## src/hw/rtl/r2fft_pkg.sv

```systemverilog
// ----------------------------------------------------------------------------
// r2fft_pkg: shared types, constants and twiddle table
// Widths, state encodings and the quarter-wave cosine ROM for the radix-2 FFT.
// ----------------------------------------------------------------------------
package r2fft_pkg;

  localparam int MaxLog     = 10;
  localparam int MaxPoints  = 1 << MaxLog;
  localparam int AddrW      = MaxLog;
  localparam int ValW       = 27;
  localparam int SampW      = 16;
  localparam int TwW        = 16;
  localparam int TwFrac     = TwW - 1;
  localparam int CfgW       = 4;
  localparam int RegIdxW    = 1;

  localparam logic [RegIdxW-1:0] REG_LOG2_POINTS = 1'b0;
  localparam logic [RegIdxW-1:0] REG_INVERSE     = 1'b1;

  typedef logic signed [ValW-1:0] val_t;

  typedef enum logic [3:0] {
    ST_IDLE,
    ST_ZFILL,
    ST_REV_RD,
    ST_REV_WAIT,
    ST_REV_WR,
    ST_BF_RD,
    ST_BF_WAIT,
    ST_BF_MUL,
    ST_BF_WR,
    ST_SCALE_RD,
    ST_SCALE_WAIT,
    ST_SCALE_WR,
    ST_READ_WAIT
  } state_t;

  typedef struct packed {
    logic signed [TwW-1:0] c;
    logic signed [TwW-1:0] s;
  } tw_t;

  typedef logic [TwW-1:0] cos_rom_t [0:256];

  // Integer Taylor series for cos(x), argument and result in Q2.30.
  function automatic longint cos_q30(input longint unsigned x);
    longint unsigned x2;
    longint unsigned term;
    longint sum;
    x2 = (x * x) >> 30;
    term = 64'd1 << 30;
    sum = longint'(term);
    for (int n = 1; n <= 10; n++) begin
      term = ((term * x2) >> 30) / 64'((2 * n - 1) * (2 * n));
      if (n[0]) sum -= longint'(term);
      else sum += longint'(term);
    end
    return sum;
  endfunction

  // Quarter-wave cosine, Q1.15, entry k = cos(pi*k/512), 1.0 saturated.
  function automatic cos_rom_t build_cos_rom();
    cos_rom_t r;
    longint v;
    longint t;
    for (int k = 0; k <= 256; k++) begin
      v = cos_q30((64'd3373259426 * 64'(k)) / 64'd512);
      if (v < 0) v = 0;
      if (v > (64'sd1 <<< 30)) v = 64'sd1 <<< 30;
      t = (v + (64'sd1 <<< (29 - TwFrac))) >>> (30 - TwFrac);
      if (t > (64'sd1 <<< TwFrac) - 1) t = (64'sd1 <<< TwFrac) - 1;
      r[k] = TwW'(t);
    end
    return r;
  endfunction

  localparam cos_rom_t CosRom = build_cos_rom();

  function automatic tw_t twiddle(input logic [AddrW-1:0] k_in);
    logic [8:0] k;
    tw_t r;
    k = k_in[8:0];
    if (k <= 9'd256) begin
      r.c = CosRom[k];
      r.s = CosRom[9'(9'd256 - k)];
    end else begin
      r.c = -CosRom[9'(10'd512 - {1'b0, k})];
      r.s = CosRom[9'(k - 9'd256)];
    end
    return r;
  endfunction

  function automatic logic [AddrW-1:0] bitrev(input logic [AddrW-1:0] i,
                                              input logic [CfgW-1:0] l);
    logic [AddrW-1:0] r;
    r = '0;
    for (int b = 0; b < AddrW; b++) begin
      if (b < int'(l)) r[int'(l) - 1 - b] = i[b];
    end
    return r;
  endfunction

  function automatic val_t sat27(input logic signed [ValW+1:0] v);
    if (v > (ValW+2)'(67108863)) return val_t'(67108863);
    if (v < -(ValW+2)'(67108864)) return val_t'(-67108864);
    return v[ValW-1:0];
  endfunction

endpackage

```

## src/hw/rtl/r2fft_bfly.sv

```systemverilog
// ----------------------------------------------------------------------------
// r2fft_bfly: shared butterfly arithmetic
// Registered complex twiddle product, then sum and difference with saturation.
// ----------------------------------------------------------------------------
module r2fft_bfly (
  input  logic                 clk,
  input  r2fft_pkg::tw_t       tw,
  input  r2fft_pkg::val_t      xr,
  input  r2fft_pkg::val_t      xi,
  input  r2fft_pkg::val_t      ar,
  input  r2fft_pkg::val_t      ai,
  output r2fft_pkg::val_t      sum_r,
  output r2fft_pkg::val_t      sum_i,
  output r2fft_pkg::val_t      dif_r,
  output r2fft_pkg::val_t      dif_i
);
  localparam int PW = r2fft_pkg::ValW + r2fft_pkg::TwW + 1;
  logic signed [PW-1:0] pr;
  logic signed [PW-1:0] pi;
  logic signed [PW-1:0] tr_full;
  logic signed [PW-1:0] ti_full;
  logic signed [r2fft_pkg::ValW+1:0] tr;
  logic signed [r2fft_pkg::ValW+1:0] ti;
  logic signed [r2fft_pkg::ValW+1:0] arx;
  logic signed [r2fft_pkg::ValW+1:0] aix;

  // Products are registered; the rounding shift and adders follow.
  always_ff @(posedge clk) begin
    pr <= PW'(tw.c * xr) + PW'(tw.s * xi);
    pi <= PW'(tw.c * xi) - PW'(tw.s * xr);
  end

  always_comb begin
    tr_full = (pr + PW'(1 << (r2fft_pkg::TwFrac - 1))) >>> r2fft_pkg::TwFrac;
    ti_full = (pi + PW'(1 << (r2fft_pkg::TwFrac - 1))) >>> r2fft_pkg::TwFrac;
    tr  = tr_full[r2fft_pkg::ValW+1:0];
    ti  = ti_full[r2fft_pkg::ValW+1:0];
    arx = (r2fft_pkg::ValW+2)'(ar);
    aix = (r2fft_pkg::ValW+2)'(ai);
    sum_r = r2fft_pkg::sat27(arx + tr);
    sum_i = r2fft_pkg::sat27(aix + ti);
    dif_r = r2fft_pkg::sat27(arx - tr);
    dif_i = r2fft_pkg::sat27(aix - ti);
  end
endmodule

```

## config.mk

```make
export PLATFORM = sky130hd
export DESIGN_NAME = r2fft_bfly
export DESIGN_NICKNAME = d
export VERILOG_FILES = /design/src/hw/rtl/r2fft_pkg.sv /design/src/hw/rtl/r2fft_bfly.sv
export SDC_FILE = /design/constraint.sdc
export NUM_CORES = 2
export LEC_CHECK = 0
export BUFFER_PORTS_ARGS = -buffer_cell sky130_fd_sc_hd__buf_2
export CORE_ASPECT_RATIO = 1.25
export CORE_MARGIN = 2
export CORE_UTILIZATION = 45
export DETAILED_ROUTE_END_ITERATION = 7
export GPL_ROUTABILITY_DRIVEN = 0
export PLACE_DENSITY = 0.72
export SKIP_CTS_REPAIR_TIMING = 1
export SYNTH_ARGS = -nofsm -noshare
export SYNTH_HDL_FRONTEND = slang
export SYNTH_SLANG_ARGS = --single-unit
```

## constraint.sdc

```tcl
create_clock -name clk -period 10.6 [get_ports clk]
set_clock_uncertainty 0.1 [all_clocks]
set_input_delay 0.53 -clock clk [delete_from_list [all_inputs] [get_ports clk]]
set_output_delay 0.53 -clock clk [all_outputs]
set_load 0.02 [all_outputs]
```

==> results.toml <==
[floorplanning]
boundaryPins = 249
initial_utilization = 0.452
core-area_mm2 = 0.154
rows = 161
fp.dieH_um = 443
dieWidth_um = 355
dieArea_mm2 = 0.157

[synth]
synth_seq_area_share = 0.0173
syn-num-nets = 10200
syn_area_mm2 = 0.0694
async_flop_share = 0
syn_area_per_cell_um2 = 8.92
synth_edf_count = 0
synthFlopType = "dfxtp_1"
synth.distinct_cells = 90
ys_seq_elements = 60
yosys_warnings = 0
synthCells = 7776

[worst_hold_path]
whs_path_depth = 9
hold_start = "xr[26]"
hold_class = "input pin to flip-flop"
min_to = "pi[43]$_DFF_P_"

[placed_design]
dp_cells = 9720
dp_hpwl_um = 157000
portBuffers = 248

[cells_and_area]
final-seq-area_mm2 = 0.00120
nNetsFinal = 10200
syn_to_final_growth_pct = 4.41
multiInputGateArea_mm2 = 0.0589
fillers = 14500
final_cell_mix = "2037 x inv_1, 1836 x fa_1, 1040 x nand2_1"
fin_cells = 9760
drive_above_1_share = 0.0510
final_common_cell = "inv_1"

[critical_path]
critPathSlowestCell = "buf_2"
cp-end-kind = "flip-flop"
crit_top_cell = "fa_1"
start_kind = "input pin"
cp.required_ns = 10.81
crit_buf_inv = 7
arrival_ns = 9.29
cp_top_family = "adder cells"
max_stage_delay_ns = 0.61
worstSetupPathType = "input pin to flip-flop"
path_max_fanout = 32

[global_route]
antenna_found_initial = 32
gr-usage-all-layers = 0.260
grt_pass1_vias = 59200
grt_pass1_wl_um = 317000
grt_max_degree = 55
overflow = 0

[detailed_routing]
finalWirelength_um = 194000
postRouteAntennaNets = 0
drtPass1Iterations = 6
drc = 0
vias_per_cell = 5.33
routedWlPerCell_um = 19.9
drt_iter0_drc = 3427
vias = 52000

[flow_run]
maxCapViolations = 0

[sta]
rsz0062_at_grt = "no"
worst_pin_slew_ns = 1.29
hold_violations = 0
tns_ns = 0
setup_viol = 0
max_clock_freq_mhz = 110
finalMaxSlewViolations = 0
max_slew_margin = 0.140
finalCritPeriodShare = 0.857
fin_crit_ns = 9.08

[clock_network]
clock-sinks = 60
clkSlewWorstSetupHoldPaths_ns = 0.06
htree_levels = 3
cts_made_buffers = 9
cts_root_buffer = "clkbuf_16"
cts_buffer_depth = 2
tritoncts = "built"

[status]
status = "completed"
==> registers in the layout, indices dropped and copies added, names as in the netlist <==
name,cells
pi,30
pr,30
==> cells in the mapped netlist (4+ instances only) <==
| library cell | number | area share |
|---|---|---|
| nor2b_1 | 43 | 0.0039 |
| or2_2 | 7 | 0.00063 |
| o21bai_1 | 26 | 0.0028 |
| o21a_1 | 21 | 0.0023 |
| o211ai_1 | 12 | 0.0013 |
| xor2_1 | 62 | 0.0078 |
| a21oi_1 | 189 | 0.014 |
| buf_2 | 21 | 0.0015 |
| nand2b_1 | 56 | 0.0050 |
| ha_1 | 486 | 0.088 |
| nand4_1 | 14 | 0.0013 |
| nand3_1 | 50 | 0.0036 |
| and4_1 | 10 | 0.0013 |
| a211o_1 | 7 | 0.00088 |
| nor3_1 | 42 | 0.0030 |
| a21o_1 | 38 | 0.0041 |
| clkbuf_1 | 348 | 0.019 |
| or4_1 | 5 | 0.00054 |
| a31oi_1 | 14 | 0.0013 |
| fa_1 | 1836 | 0.53 |
| dfxtp_1 | 60 | 0.017 |
| or3_1 | 8 | 0.00072 |
| o31ai_1 | 13 | 0.0014 |
| a21boi_0 | 9 | 0.00097 |
| o2111ai_1 | 4 | 0.00050 |
| nor4_1 | 12 | 0.0011 |
| a211oi_1 | 12 | 0.0013 |
| o31a_1 | 4 | 0.00050 |
| buf_1 | 33 | 0.0018 |
| and2_1 | 666 | 0.060 |
| nor3b_1 | 4 | 0.00043 |
| nand2_1 | 1040 | 0.056 |
| o21ai_0 | 99 | 0.0071 |
| o21ai_2 | 18 | 0.0023 |
| a31o_2 | 6 | 0.00076 |
| inv_1 | 2037 | 0.11 |
| xnor2_1 | 173 | 0.022 |
| and3_1 | 32 | 0.0029 |
| nor2_1 | 178 | 0.0096 |
==> final cells by class <==
cell class              count  share of cell area
multi-input cells        5265               0.813
inverters                2040               0.106
well taps                2037              0.0352
repair buffers            318              0.0246
flip-flops and latches     60              0.0166
clock buffers               9             0.00311
diodes                     24            0.000829
clock inverters             7            0.000725
==> layer usage <==
| layer | GRT usage | up-vias | part of all wire |
|---|---|---|---|
| met2 | 0.451 | 2173 | 0.50 |
| met1 | 0.285 | 26900 | 0.33 |
| met4 | 0.208 | 26 | 0.10 |
| li1 | - | 22200 | - |
| met5 | 0 | - | 0.00083 |
| met3 | 0.0335 | 759 | 0.064 |
==> kinds of logic after synthesis <==
family,Yosys count,share of synthesized area
compound gates,520,0.0489
xor+xnor,236,0.0301
fa+ha+maj,2322,0.617
buf+inv,2451,0.133
flops,60,0.0173
mux,1,0.000144
simple gates,2186,0.153
==> worst max path at each step <==
stage	from	to	depth (start not counted)
CTS	tw[18]	pr[43]$_DFF_P_	26
finish	tw[18]	pr[43]$_DFF_P_	27
floorplan	tw[0]	pr[43]$_DFF_P_	26
global route	tw[2]	pi[40]$_DFF_P_	27
global placement	tw[18]	pr[43]$_DFF_P_	26
detailed placement	tw[18]	pr[43]$_DFF_P_	26
==> stage by stage <==
step / hold WS [ns] / utilization / instance area (µm²) / setup slack, ns
finish: 1.43 / 0.472 / 72500 / 1.52
global route: 1.52 / 0.472 / 72400 / 1.19
CTS: 1.44 / 0.472 / 72400 / 1.61
detailed placement: 1.31 / 0.470 / 72100 / 1.23
global placement: 1.32 / 0.470 / 72100 / 1.34
floorplan: 1.00 / - / 69400 / 2.57
Power is left out: the tool's default activity adds up to more than one toggle a clock period on the data nets, which glitch-free logic cannot reach.
