--- src/hw/rtl/r2fft_ram.sv ---
// ----------------------------------------------------------------------------
// r2fft_ram: generic single-port RAM
// One write or read per cycle, registered read data.
// ----------------------------------------------------------------------------
module r2fft_ram #(
  parameter int Width = 8,
  parameter int Depth = 16
) (
  input  logic                     clk,
  input  logic                     we,
  input  logic [$clog2(Depth)-1:0] addr,
  input  logic [Width-1:0]         wdata,
  output logic [Width-1:0]         rdata
);
  logic [Width-1:0] mem [Depth];

  always_ff @(posedge clk) begin
    if (we) mem[addr] <= wdata;
    rdata <= mem[addr];
  end
endmodule

--- config.mk ---
export PLATFORM = sky130hd
export DESIGN_NAME = r2fft_ram
export DESIGN_NICKNAME = d
export VERILOG_FILES = /design/src/hw/rtl/r2fft_ram.sv
export SDC_FILE = /design/constraint.sdc
export NUM_CORES = 1
export LEC_CHECK = 0
export BUFFER_PORTS_ARGS = -buffer_cell sky130_fd_sc_hd__buf_2
export CORE_ASPECT_RATIO = 1.2
export CORE_MARGIN = 5
export CORE_UTILIZATION = 25
export DETAILED_ROUTE_END_ITERATION = 16
export REMOVE_ABC_BUFFERS = 1
export SYNTH_ARGS = -nofsm -noshare
export SYNTH_HDL_FRONTEND = slang
export SYNTH_SLANG_ARGS = --single-unit
--- constraint.sdc ---
create_clock -name clk -period 5.7 [get_ports clk]
set_input_delay 1.14 -clock clk [delete_from_list [all_inputs] [get_ports clk]]
set_output_delay 1.14 -clock clk [all_outputs]
set_load 0.01 [all_outputs]
==> metrics, run 1 <==
setup slack at placement 2.447 ns; Max-cap violations 0; flops & latches, synth 136; EDFF count, synth 128; outcome finished clean; count of mapped cells out of synthesis 230; Layout Skew 0.01522 ns; number of pins exceeding their max-slew limit in the final report 0; # rows 57; Final Cycle Share 0.4960; largest net degree at the start of global routing 40; average cell area after synthesis 22.03 µm²; largest stage delay on the critical path 0.65 ns; number of design-rule violations left by the first detailed-router iteration 188; proportion of synthesized chip area in sequential cells 0.7901; number of unique standard cell types used by synthesis 18; signed area change from the synthesized netlist to the final layout 20.54%; detailed placement HPWL 6784 µm; most used cells in the layout excluding fill and tap cells sky130_fd_sc_hd__edfxtp_1, sky130_fd_sc_hd__mux4_2, sky130_fd_sc_hd__buf_2; hold_buf cts 0; worst IR drop on VDD 0.2452 mV; accumulated negative setup slack 0 ns; Leakage 1.945 nW; Pre-antenna DRT Iters 4; Die X-Extent 140.0 µm; Core Area 20110 µm²; TritonCTS buffer count 17; post-layout power 2.373 mW; Tot GR Track Use 0.09325; unrepaired setup endpoints after global routing false; type of the worst min-delay path flop to flop; critical path class input port to flop; fraction of final layout cells with drive strength greater than 1 0.3249; Yosys Warn Count 0; quantity of I/O buffers inserted on ports 21; cell-by-cell trace of the critical path buf_2, buf_4, mux4_2, a22oi_1, nand2_1; number of endpoints with negative hold slack in the final report 0; Antenna Violating Nets Remaining 0; Post-Synthesis Cell Area 5067 µm²; nature of the critical path endpoint flop; first-pass GRT wire length 15880 µm; antenna diode instance count 0; Max Buffers Root-to-Sink 2; buffer count from post-CTS setup fixing 0; kind of start point of the critical path input port; cts repair resizes 0; overall via count from detail_route 2357; max frequency 353.7 MHz; area of the die 23230 µm²; clock-pin slew reported for the worst setup and hold paths after clock tree synthesis 0.06 ns; Least-Margin Pin Slew 0.9509 ns; number of sinks handled by clock tree synthesis 136; initial antenna violation count 0; Clock Tree Root sky130_fd_sc_hd__clkbuf_16; DRC Markers 0; mean number of vias per cell 4.349; average wire per cell in the routed design 19.47 µm; Data arrival, critical path 3.11 ns; Final Routed Wirelength 10550 µm; Max FO, Critical Path 27; number of global-route vias before repair 2482; CTS tree yes; crit path time final 2.827 ns; global route overflow 0; Starting Density 0.2520; number of primary I/O pins 22; Synth Flop Type sky130_fd_sc_hd__edfxtp_1; number of H-tree branching levels 4; least setup slack across all paths after layout 2.873 ns; Layout Nets 278; worst slew slack as a fraction of its limit 0.3661; share of synthesized flip-flops with an asynchronous set or reset 0; DIE HEIGHT 166.0 µm; endpoint required time on the critical path 5.98 ns; slowest CP cell sky130_fd_sc_hd__buf_2; GPL Wtd Cong 0.7548; ratio of total power to cell area 388.4 nW/µm²; worst skew pair latency 0.41 ns; leading cell type in the layout, fill and taps excluded sky130_fd_sc_hd__edfxtp_1; final-report setup violation count 0
==> worst paths after layout <==
kind                            startpoint       end  slack [ns]  cells after the start
worst max-delay path               addr[0]  rdata[5]        2.87                      5
worst min-delay path            mem[15][3]  rdata[3]        0.67                      3
worst max register to register   mem[2][7]  rdata[7]        4.28                      3
worst min register to register  mem[15][3]  rdata[3]        0.67                      3
==> where the power goes <==
part	total, mW	leakage (nW)	switching, mW	internal (mW)
clock network	1.14	0.301	0.409	0.733
logic	0.105	0.420	0.0645	0.0410
registers	1.13	1.22	0.00685	1.12
==> per-stage QoR <==
step / instances / hold WS (ns) / utilization / cell area (µm²)
2_1_floorplan: 219 / 0.6349 / - / 5007
3_3_place_gp: 510 / 0.6507 / 0.2726 / 5482
3_5_place_dp: 510 / 0.6651 / 0.2726 / 5482
4_1_cts: 542 / 0.6752 / 0.3037 / 6108
5_1_grt: 542 / 0.7053 / 0.3037 / 6108
6_report: 542 / 0.6671 / 0.3037 / 6108
==> state kept, by name (all words and copies together) (netlist names) <==
register and count:
mem 128, rdata 8
==> Yosys cell counts, types with 4 or more instances <==
cell / instances / area [µm²]
sky130_fd_sc_hd__edfxtp_1: 128 / 3844
sky130_fd_sc_hd__buf_1: 4 / 15.01
sky130_fd_sc_hd__a22oi_1: 16 / 120.1
sky130_fd_sc_hd__nor3_1: 4 / 20.02
sky130_fd_sc_hd__dfxtp_1: 8 / 160.2
sky130_fd_sc_hd__nor2_1: 13 / 48.80
sky130_fd_sc_hd__mux4_2: 32 / 720.7
sky130_fd_sc_hd__nand2_1: 9 / 33.78
==> layout make-up <==
| class | instances | area (µm²) |
|---|---|---|
| clock buffers | 17 | 425.4 |
| flip-flops and latches | 136 | 4004 |
| fillers | 1966 | 14000 |
| repair buffers | 26 | 142.6 |
| multi-input cells | 83 | 1003 |
| well taps | 265 | 331.6 |
| clock inverters | 15 | 201.4 |
==> per-layer routing <==
| metal | up-vias | routed length, µm | GRT usage | share of wire |
|---|---|---|---|---|
| met5 | - | 0 | 0 | 0 |
| met4 | 0 | 97 | 0.02655 | 0.0092 |
| met3 | 12 | 603 | 0.02765 | 0.057 |
| met2 | 75 | 5740 | 0.1627 | 0.54 |
| met1 | 1237 | 4111 | 0.1117 | 0.39 |
| li1 | 1033 | - | - | - |
==> logic make-up (layout without fill, tap and decap cells) <==
kind of cell           after synthesis  in the layout  synth area share
buffers and inverters               11             58           0.01185
DFF                                136            136            0.7901
AOI/OAI and AO/OA                   16             16           0.02370
and+or+nand+nor                     35             35           0.03210
muxes                               32             32            0.1422
==> critical path, delay by kind of cell <==
family	cells	cell delay (ns)
simple gates	1	0.09
compound gates	1	0.23
buf+inv	2	1.06
mux	1	0.55
(Power assumes the default switching activity.)
==> inputs of run 2 (changes only) <==
Settings changed: ABC_AREA set to 1.
Clock period 5.7 ns to 2.8 ns, I/O delays scaled along.
==> run 2 against run 1 <==
Against the previous run:
- wire length rose by 20%
- highest routed layer unchanged
- worst setup slack worse by 1.7 ns
- critical path type unchanged
- critical path depth fell by 2
==> metrics, run 2 <==
GPL Wtd Cong 0.7884; clock-pin slew reported for the worst setup and hold paths after clock tree synthesis 0.06 ns; Data arrival, critical path 1.67 ns; Least-Margin Pin Slew 0.6844 ns; worst skew pair latency 0.41 ns; Final Cycle Share 0.5820; post-synthesis cell type with the largest combined area sky130_fd_sc_hd__edfxtp_1; crit path time final 1.630 ns; average cell area after synthesis 10.21 µm²; DIE HEIGHT 173.8 µm; worst IR drop on VDD 0.3972 mV; share of synthesized flip-flops with an asynchronous set or reset 0; DRC Markers 0; Layout Nets 604; leading cell type in the layout, fill and taps excluded sky130_fd_sc_hd__nand2_1; Die X-Extent 146.5 µm; hold slack final 0.5767 ns; Filler Cell Count 2282; global route overflow 0; library cell with the highest instance count after synthesis sky130_fd_sc_hd__nand2_1; average wire per cell in the routed design 14.32 µm; Max FO, Critical Path 11; Seq. cell area 4004 µm²; area occupied by multi-input gates 1386 µm²; Layout Skew 0.005953 ns; top flop regs mem (128), rdata (8); number of flip-flops in the largest register 128; Pre-antenna DRT Iters 6; antenna diode instance count 0; number of unique standard cell types used by synthesis 11; kind of start point of the critical path input port; outcome finished clean; buffer count from post-CTS setup fixing 0; number of cells on the worst hold path 1; number of primary I/O pins 22; number of sinks handled by clock tree synthesis 136; Starting Density 0.2517; Yosys Warn Count 0; signed area change from the synthesized netlist to the final layout 21.01%; CTS tree yes; # rows 60; nature of the critical path endpoint flop; detailed placement HPWL 8195 µm; Final Routed Wirelength 12630 µm; Max Buffers Root-to-Sink 2; final-report setup violation count 0; Leakage 2.868 nW; Register-to-Register Setup Slack 1.76 ns; number of pins exceeding their max-slew limit in the final report 0; worst slew slack as a fraction of its limit 0.5420; Tot GR Track Use 0.1014; flops & latches, synth 136; Synth Flop Type sky130_fd_sc_hd__edfxtp_1; ranking of synthesized cells by area sky130_fd_sc_hd__edfxtp_1, sky130_fd_sc_hd__nand2_1, sky130_fd_sc_hd__dfxtp_1; accumulated negative setup slack 0 ns; most used cells in the layout excluding fill and tap cells sky130_fd_sc_hd__nand2_1, sky130_fd_sc_hd__edfxtp_1, sky130_fd_sc_hd__inv_1, sky130_fd_sc_hd__buf_2, sky130_fd_sc_hd__buf_4; post-layout power 4.932 mW; proportion of synthesized chip area in sequential cells 0.7159; unrepaired setup endpoints after global routing false; critical path class input port to flop; endpoint required time on the critical path 2.84 ns; overall via count from detail_route 3613; register name with the most flops mem; cts repair resizes 0; number of global-route vias before repair 3660; Post-Synthesis Cell Area 5593 µm²; terminus of the critical flop-to-flop path rdata[4]; TritonCTS buffer count 17; Worst Reg2Reg Path Length in Cells 8; hold wc startpoint wdata[0]; hold_buf cts 0; type of the worst min-delay path input port to flop; area of the die 25480 µm²; Antenna Violating Nets Remaining 0; first-pass GRT wire length 19620 µm; ratio of total power to cell area 728.7 nW/µm²; count of mapped cells out of synthesis 548; post-synth top area share 0.6872; largest net degree at the start of global routing 58; EDFF count, synth 128; quantity of I/O buffers inserted on ports 21; fraction of final layout cells with drive strength greater than 1 0.1277; mean number of vias per cell 4.096; number of endpoints with negative hold slack in the final report 0; launching point of the worst reg2reg path mem[0][4]; Clock Tree Root sky130_fd_sc_hd__clkbuf_16; Endpoint, Worst Hold mem[0][0]; number of design-rule violations left by the first detailed-router iteration 234; top cells by instance count after synthesis sky130_fd_sc_hd__nand2_1, sky130_fd_sc_hd__edfxtp_1, sky130_fd_sc_hd__inv_1, sky130_fd_sc_hd__nor2_1, sky130_fd_sc_hd__buf_2; Max-cap violations 0; number of H-tree branching levels 4; initial antenna violation count 0; Core Area 22220 µm²; max frequency 613.6 MHz
[run 2: worst max path at each step]
stage	to	depth (start not counted)	slack, ns	startpoint
3_5_place_dp	mem[5][5]	3	0.73	addr[0]
4_1_cts	mem[9][4]	3	1.19	addr[0]
2_1_floorplan	mem[6][0]	3	0.68	addr[0]
6_report	mem[9][4]	3	1.17	addr[0]
3_3_place_gp	mem[3][7]	5	0.74	addr[0]
5_1_grt	mem[12][6]	6	1.09	addr[1]
[run 2: logic make-up after synthesis]
logic type             count (synthesis)  synth area share
flip-flops                           136            0.7159
buffers and inverters                 44           0.03624
AND/OR/NAND/NOR                      368            0.2479
[run 2: cell type report]
class                      instances  area share
clock buffer                      20     0.06896
multi-input combinational        368      0.2048
inverter                          23     0.01276
tap                              279     0.05158
sequential                       136      0.5916
clock inverter                    12     0.02551
timing repair buffer              44     0.04474
[run 2: where the power goes]
part / internal (mW) / switching (mW)
registers: 2.28 / 0.0123
clock network: 1.56 / 0.801
logic: 0.0821 / 0.203
[run 2: worst max-delay path, stage by stage]
cell and delay [ns]:
sky130_fd_sc_hd__buf_2 0.26, sky130_fd_sc_hd__nand3_1 0.25, sky130_fd_sc_hd__nor2_1 0.59
[run 2: per-layer routing]
layer | global-route usage | part of all wire
met5 | 0 | 0
met4 | 0.04471 | 0.025
met3 | 0.01543 | 0.040
met2 | 0.1875 | 0.53
met1 | 0.1149 | 0.40
[run 2: stage by stage]
stage                     instances    util  setup slack (ns)  cell area [µm²]
after floorplan                 527       -            0.6752             5477
after global placement          850  0.2758            0.7389             6128
final                           882  0.3046             1.170             6768
after CTS                       882  0.3046             1.186             6768
after global routing            882  0.3046             1.086             6768
after detailed placement        850  0.2758            0.7342             6128
==> inputs of run 3 (changes only) <==
Clock period 2.8 ns to 1.3 ns, I/O delays scaled along.
==> run 3 against run 2 <==
Against the previous run:
- wire length decreased by 1.1%
- via count increased by 1.5%
- die area unchanged
- clock power increased by 97%
- critical path depth decreased by 2
- worst hold slack got worse by 0.31 ns
- worst setup slack got worse by 1.0 ns
- register-to-register slack got worse by 1.5 ns
- core utilization increased by 0.14 points
- sequential share of layout area decreased by 0.27 points
- combinational power increased by 120%
- critical endpoint is now rdata[5]
- largest cell class unchanged
- highest routed layer unchanged
==> metrics, run 3 (synthesis gave the netlist of run 2 again) <==
outcome finished clean; top flop regs mem (128), rdata (8); Net Switching 2.274 mW; number of H-tree branching levels 4; average wire per cell in the routed design 13.97 µm; mean number of vias per cell 4.103; final-report setup violation count 0; number of standard cells in the final layout excluding fillers 894; area occupied by multi-input gates 1386 µm²; worst skew pair latency 0.41 ns; hold_buf cts 0; TritonCTS buffer count 17; final core utilization 0.3060; fraction of final layout cells with drive strength greater than 1 0.1431; Tot GR Track Use 0.09991; Layout Skew 0.005699 ns; clock-pin slew reported for the worst setup and hold paths after clock tree synthesis 0.06 ns; Starting Density 0.2517; slowest CP cell sky130_fd_sc_hd__dfxtp_1; leading cell type in the layout, fill and taps excluded sky130_fd_sc_hd__nand2_1; Antenna Violating Nets Remaining 0; nature of the critical path endpoint output port; most used cells in the layout excluding fill and tap cells sky130_fd_sc_hd__nand2_1, sky130_fd_sc_hd__edfxtp_1, sky130_fd_sc_hd__buf_4; worst slew slack as a fraction of its limit 0.7432; hold slack final 0.2629 ns; first-pass GRT wire length 19310 µm; combinational cell fraction of total power 0.062; number of flip-flops in the largest register 128; GPL Wtd Cong 0.7958; Register-to-Register Setup Slack 0.29 ns; number of primary I/O pins 22; Layout Nets 616; number of sinks handled by clock tree synthesis 136; Core Area 22220 µm²; largest net degree at the start of global routing 26; number of global-route vias before repair 3627; antenna diode instance count 0; Leakage 2.886 nW; accumulated negative setup slack 0 ns; placed cell count 862; Data arrival, critical path 0.88 ns; # rows 60; type of the worst min-delay path input port to flop; global route overflow 0; ratio of total power to cell area 1500 nW/µm²; number of design-rule violations left by the first detailed-router iteration 238; signed area change from the synthesized netlist to the final layout 21.57%; endpoint required time on the critical path 1.04 ns; Max FO, Critical Path 1; Pre-antenna DRT Iters 4; Seq. cell area 4004 µm²; Max-cap violations 0; critical path class flop to output port; largest stage delay on the critical path 0.34 ns; kind of cell adding the most delay to the critical path flip-flops; switching share of total power 0.2230; quantity of I/O buffers inserted on ports 21; crit path time final 1.141 ns; CTS tree yes; Final Cycle Share 0.8779; clock network fraction of design power 0.455; internal portion of total power 7.925 mW; cts repair resizes 0; initial antenna violation count 0; register name with the most flops mem; Least-Margin Pin Slew 0.3852 ns; Clock Tree Root sky130_fd_sc_hd__clkbuf_16; buffer count from post-CTS setup fixing 0; DIE HEIGHT 173.8 µm; number of pins exceeding their max-slew limit in the final report 0; detailed placement HPWL 8296 µm; total buffers and inverters traversed by the critical path 1; overall via count from detail_route 3668; kind of start point of the critical path flop; unrepaired setup endpoints after global routing false; area of the die 25480 µm²; Filler Cell Count 2300; number of endpoints with negative hold slack in the final report 0; max frequency 876.3 MHz; DRC Markers 0; Die X-Extent 146.5 µm; worst IR drop on VDD 0.7130 mV; cell-by-cell trace of the critical path buf_2; relative contribution of sequential cells to total power 0.483; Final Routed Wirelength 12490 µm; Max Buffers Root-to-Sink 2
[run 3: changes by cell type in the layout (fill, tap and decap cells not counted)]
cell and delta:
sky130_fd_sc_hd__buf_4 +12, sky130_fd_sc_hd__clkbuf_8 -3, sky130_fd_sc_hd__clkinvlp_4 +3, sky130_fd_sc_hd__bufinv_16 -2
sky130_fd_sc_hd__clkinv_2 -2, sky130_fd_sc_hd__inv_6 +2, sky130_fd_sc_hd__clkbuf_1 +1, sky130_fd_sc_hd__clkinv_4 +1
[run 3: routing by layer]
metal / GRT usage / up-vias / wire [µm]
met3: 0.01804 / 8 / 307
met1: 0.1143 / 1738 / 5355
met2: 0.1794 / 63 / 6611
li1: - / 1859 / -
met5: 0 / - / 0
met4: 0.04784 / 0 / 218
[run 3: cell type report]
class | instances | area share
Sequential cell | 136 | 0.5889
Multi-Input combinational cell | 368 | 0.2039
Clock buffer | 18 | 0.06312
Timing Repair Buffer | 56 | 0.05778
Tap cell | 279 | 0.05134
Clock inverter | 14 | 0.02227
Inverter | 23 | 0.01270
[run 3: path summary, 6_finish.rpt]
path / startpoint / to / depth (start not counted)
max: rdata[5] / rdata[5] / 1
max reg2reg: mem[11][3] / rdata[3] / 8
min reg2reg: mem[12][5] / rdata[5] / 8
min: wdata[0] / mem[6][0] / 1
[run 3: stage by stage]
step / cell area, µm² / power, mW / setup slack, ns
4_1_cts: 6799 / 10.27 / 0.1332
5_1_grt: 6799 / 10.57 / 0.1276
3_3_place_gp: 6218 / 5.651 / -0.1580
6_report: 6799 / 10.20 / 0.1588
2_1_floorplan: 5477 / 5.312 / -0.5248
3_5_place_dp: 6218 / 5.657 / -0.1486
[run 3: power groups by stage]
stage	Clock, mW	Combinational [mW]	Sequential [mW]
2_1_floorplan	0	0.280	5.03
3_3_place_gp	0	0.633	5.02
3_5_place_dp	0	0.638	5.02
4_1_cts	4.70	0.641	4.93
5_1_grt	4.93	0.704	4.94
6_report	4.64	0.628	4.93
